$ cat config.mk
export PLATFORM = sky130hd
export DESIGN_NAME = bfwbr_ctrl
export DESIGN_NICKNAME = d
export VERILOG_FILES = /design/src/rtl/core/bfwbr_pkg.sv /design/src/rtl/core/bfwbr_ctrl.sv
export SDC_FILE = /design/constraint.sdc
export NUM_CORES = 1
export LEC_CHECK = 0
export BUFFER_PORTS_ARGS = -buffer_cell sky130_fd_sc_hd__buf_2
export CAP_MARGIN = 25
export CORE_MARGIN = 2
export CORE_UTILIZATION = 42
export DETAILED_ROUTE_END_ITERATION = 16
export GPL_ROUTABILITY_DRIVEN = 1
export PLACE_DENSITY_LB_ADDON = 0.05
export REMOVE_ABC_BUFFERS = 1
export SLEW_MARGIN = 40
export SYNTH_ARGS = -nofsm -noshare
export SYNTH_HDL_FRONTEND = slang
export SYNTH_SLANG_ARGS = --single-unit
$ cat constraint.sdc
create_clock -name clk_i -period 1.7 [get_ports clk_i]
set_input_delay 0.085 -clock clk_i [delete_from_list [all_inputs] [get_ports clk_i]]
set_output_delay 0.085 -clock clk_i [all_outputs]
set_load 0.02 [all_outputs]
$ cat src/rtl/core/bfwbr_pkg.sv
// Package for the broadcast FIFO with buffer release.
// Types, codes and defaults used by the controller, datapath, top level, checker and testbench.
package bfwbr_pkg;

  localparam int unsigned CONSUMERS_DEF     = 8;
  localparam int unsigned RING_DEPTH_DEF    = 16;
  localparam int unsigned TABLE_ENTRIES_DEF = 32;
  localparam int unsigned CNT_W             = 4;
  localparam int unsigned NUM_W             = 5;
  localparam int unsigned MASK_W            = 8;

  typedef enum logic [1:0] {
    OP_PUT = 2'd0,
    OP_POP = 2'd1,
    OP_REL = 2'd2,
    OP_NOP = 2'd3
  } opcode_e;

  typedef enum logic [2:0] {
    ST_OK       = 3'd0,
    ST_EMPTY    = 3'd1,
    ST_FULL     = 3'd2,
    ST_NOTFOUND = 3'd3,
    ST_DUP      = 3'd4
  } status_e;

  typedef struct packed {
    logic load;
    logic scan;
    logic eval;
    logic bcast;
    logic pop;
    logic popw;
    logic emit;
  } cmd_t;

  typedef struct packed {
    logic scan_end;
    logic go_bcast;
    logic bcast_end;
    logic pop_hit;
  } sts_t;

endpackage

$ cat src/rtl/core/bfwbr_ctrl.sv
// Controller of the broadcast FIFO with buffer release.
// Sequences table scan, broadcast, pop and result; uses bfwbr_pkg.
module bfwbr_ctrl (
  input  logic              clk_i,
  input  logic              rst_ni,
  input  logic              in_valid_i,
  output logic              in_stall_o,
  input  logic [1:0]        opcode_i,
  output logic              out_valid_o,
  input  logic              out_stall_i,
  input  bfwbr_pkg::sts_t   sts_i,
  output bfwbr_pkg::cmd_t   cmd_o
);
  import bfwbr_pkg::*;

  typedef enum logic [6:0] {
    S_IDLE   = 7'b0000001,
    S_SCAN   = 7'b0000010,
    S_EVAL   = 7'b0000100,
    S_BCAST  = 7'b0001000,
    S_POP    = 7'b0010000,
    S_POPW   = 7'b0100000,
    S_RESULT = 7'b1000000
  } state_e;

  state_e state_q, state_d;
  logic   out_valid_q, out_valid_d;
  logic   emit_ok;

  assign emit_ok    = !out_valid_q || !out_stall_i;
  assign in_stall_o = (state_q != S_IDLE);

  always_comb begin
    state_d = state_q;
    cmd_o   = '0;
    unique case (state_q)
      S_IDLE: begin
        if (in_valid_i) begin
          cmd_o.load = 1'b1;
          unique case (opcode_e'(opcode_i))
            OP_PUT, OP_REL: state_d = S_SCAN;
            OP_POP:         state_d = S_POP;
            default:        state_d = S_RESULT;
          endcase
        end
      end
      S_SCAN: begin
        cmd_o.scan = 1'b1;
        if (sts_i.scan_end) state_d = S_EVAL;
      end
      S_EVAL: begin
        cmd_o.eval = 1'b1;
        state_d    = sts_i.go_bcast ? S_BCAST : S_RESULT;
      end
      S_BCAST: begin
        cmd_o.bcast = 1'b1;
        if (sts_i.bcast_end) state_d = S_RESULT;
      end
      S_POP: begin
        cmd_o.pop = 1'b1;
        state_d   = sts_i.pop_hit ? S_POPW : S_RESULT;
      end
      S_POPW: begin
        cmd_o.popw = 1'b1;
        state_d    = S_RESULT;
      end
      S_RESULT: begin
        if (emit_ok) begin
          cmd_o.emit = 1'b1;
          state_d    = S_IDLE;
        end
      end
      default: state_d = S_IDLE;
    endcase
  end

  always_comb begin
    out_valid_d = out_valid_q;
    if (out_valid_q && !out_stall_i) out_valid_d = 1'b0;
    if (cmd_o.emit) out_valid_d = 1'b1;
  end

  always_ff @(posedge clk_i or negedge rst_ni) begin
    if (!rst_ni) begin
      state_q     <= S_IDLE;
      out_valid_q <= 1'b0;
    end else begin
      state_q     <= state_d;
      out_valid_q <= out_valid_d;
    end
  end

  assign out_valid_o = out_valid_q;

endmodule

==> results.sh <==
export IMPL_outcome="complete, no violations"
export IMPL_wire_per_inst_um=13.0
export IMPL_layout_nets=110
export IMPL_highest_layer="met4"
export IMPL_finalPower_uw=1470
export IMPL_tightestPinTransition_ns=0.268
export IMPL_clock_root_buffer="clkbuf_4"
export IMPL_worstPathMaxFanout=4
export IMPL_core_um2=1270
export IMPL_synth_cell_area_um2=554
export IMPL_wl_met2_um=737
export IMPL_vias_per_cell=5.20
export IMPL_final_setup_viol_count=0
export IMPL_wirelength_um=1490
export IMPL_initial_utilization_pct=43.7
export IMPL_dp_cells=98
export IMPL_drc=0
export IMPL_first_pass_iters=4
export IMPL_ys_ff_latch=8
export IMPL_num_vias=593
export IMPL_grt_start_max_net_pins=11
export IMPL_antenna_left=0
export IMPL_max_vdd_ir_drop_mv=0.697
export IMPL_worst_path_largest_cell_delay_ns=0.55
export IMPL_synth_edf_count=0
export IMPL_fmaxAchievable_mhz=591
export IMPL_grt_pass1_wl_um=2210
export IMPL_required_ns=1.83
export IMPL_rsz0062_at_grt="yes"
export IMPL_max_cap_viol_count=0
export IMPL_whs_ns=0.0117
export IMPL_dp_hpwl_um=1020
export IMPL_grt_util_all_layers_pct=20.8
export IMPL_fp_row_count=13
export IMPL_grt_pass1_vias=521
export IMPL_synth_top_area_share_pct=31.6
export IMPL_routed_wl_met3_um=41
export IMPL_synth_area_per_cell_um2=8.66
export IMPL_die_y_um=40.3
export IMPL_finClkSkew_ns=0.00954
export IMPL_grt_overflow_total=0
export IMPL_cp_cell_sequence="or3_4 > or4_4 > o21ai_0 > o21ai_1"
export IMPL_drt_iter0_drc=5
export IMPL_layout_common_cells="18 x buf_4, 12 x buf_2, 6 x nand2_1, 6 x nor2_1"
export IMPL_layout_commonest_cell="buf_4"
export IMPL_utilization_pct=69.1
export IMPL_yosys_area_top_type="dfrtp_1"
export IMPL_die_area_um2=1630
export IMPL_netlist_instances=64
export IMPL_slew_viol_final=0
export IMPL_clk_latency_ns=0.25
export IMPL_critPathLaunchType="flip-flop"
export IMPL_dieWidth_um=40.3
export IMPL_io_pins=19
export IMPL_powerDensity_nw_per_um2=1670
export IMPL_ys_flop_type="dfrtp_1"
export IMPL_clkTransAtPathRegs_ns=0.06
export IMPL_clockBufferDepth=2
export IMPL_cts_sinks=8
export IMPL_wl_met1_um=701
export IMPL_h_tree_depth=1
export IMPL_area_growth_pct=58.2
export IMPL_finalCriticalPeriod_ns=1.69
export IMPL_slowest_stage="or4_4"
export IMPL_async_reset_ff_share_pct=100
export IMPL_port_buffers=18
export IMPL_synth_cell_types=34
export IMPL_fin_crit_sh_pct=99.5
export IMPL_antenna_found_initial=0
export IMPL_criticalPathCategory="flip-flop to flip-flop"
export IMPL_cts_made_buffers=3
export IMPL_slew_headroom_pct=82.1
export IMPL_synth_area_top_cells="dfrtp_1 32%, nand2b_1 5.6%, dfstp_2 4.7%"
export IMPL_tritoncts="built"
export IMPL_crit_path_end_kind="flip-flop"
export IMPL_drive_gt1_share_pct=55.6
export IMPL_finalWeightedCongestion=0.721
export IMPL_yosysSeqAreaShare_pct=36.3
export IMPL_arrival_ns=1.83
export IMPL_instances_no_fill=114
export IMPL_yosysWarnings=0
export IMPL_hold_viol=0
export IMPL_diodes=0
export IMPL_p_leak_uw=0.000441
export IMPL_hold_class="input pin to flip-flop"
## power breakdown
group	internal, uW	switching (uW)	leakage [uW]	total, uW
clock network	89.6	61.5	0.0000150	151
registers	256	52.5	0.000102	308
logic	540	466	0.000325	1010
total	885	580	0.000441	1470
## metal layers
metal | GRT usage (%) | vias up
met5 | 0 | -
met4 | 10.0 | 0
met3 | 1.67 | 2
met2 | 32.9 | 10
met1 | 28.5 | 283
li1 | - | 298
## cells by family after synthesis
logic type / Yosys count / synth area share [%]
buffers and inverters: 7 / 5.64
flip-flops: 8 / 36.3
AND/OR/NAND/NOR: 34 / 37.9
AO/OA/AOI/OAI: 14 / 18.5
XOR/XNOR: 1 / 1.58
## stage by stage
step	area, um2	setup TNS, ns	worst slack [ns]
final	877	0	0.00874
after global routing	877	-0.0516	-0.0189
after CTS	779	0	0.00524
after detailed placement	677	0	0.0790
after global placement	677	0	0.107
after floorplan	538	-0.288	-0.195
## flip-flops by register name, summed over array words and instances, names as in the netlist
name,cells
state_q,7
out_valid_o,1
## path summary, 6_finish.rpt
kind / start / end / slack [ns] / depth (start not counted)
min in group asynchronous: rst_ni / state_q[6]$_DFFE_PN0P_ / 0.21 / 2
setup reg to reg: state_q[6]$_DFFE_PN0P_ / state_q[6]$_DFFE_PN0P_ / 0.009 / 4
hold / removal: opcode_i[1] / state_q[4]$_DFFE_PN0P_ / 0.01 / 2
max in group asynchronous: rst_ni / state_q[0]$_DFFE_PN1P_ / 1.24 / 2
hold reg to reg: out_valid_o$_DFFE_PN0P_ / out_valid_o$_DFFE_PN0P_ / 0.49 / 2
setup / recovery: state_q[6]$_DFFE_PN0P_ / state_q[6]$_DFFE_PN0P_ / 0.009 / 4
## synth_stat cells (2+ instances only)
library cell and n:
a21oi_1 2, and2_1 2, dfrtp_1 7, inv_1 4, nand2_1 7, nand2b_1 5, nor2_1 6, nor3_1 2
nor3b_1 2, o21ai_0 2, or2_2 2
## timing repair
action | in CTS | in global routing
hold buffers | 1 | 0
pin swaps | 2 | 7
endpoints found under the hold margin | 8 | 0
gates cloned | 0 | 0
setup buffers | 4 | 8
resized for setup | 13 | 11
setup endpoints to repair | 5 | 6
## layout make-up
type,count,area [um2]
Timing Repair Buffer,34,239
Clock buffer,4,26.3
Multi-Input combinational cell,49,373
Sequential cell,8,205
Inverter,4,15.0
Fill cell,95,392
Tap cell,15,18.8
## critical path: cells and delay by family (launching register included)
family             cells  cell delay [ns]
and+or+nand+nor        2             0.98
DFF                    1             0.38
AOI/OAI and AO/OA      2             0.22
No activity file was read; power rests on OpenSTA's default activity.
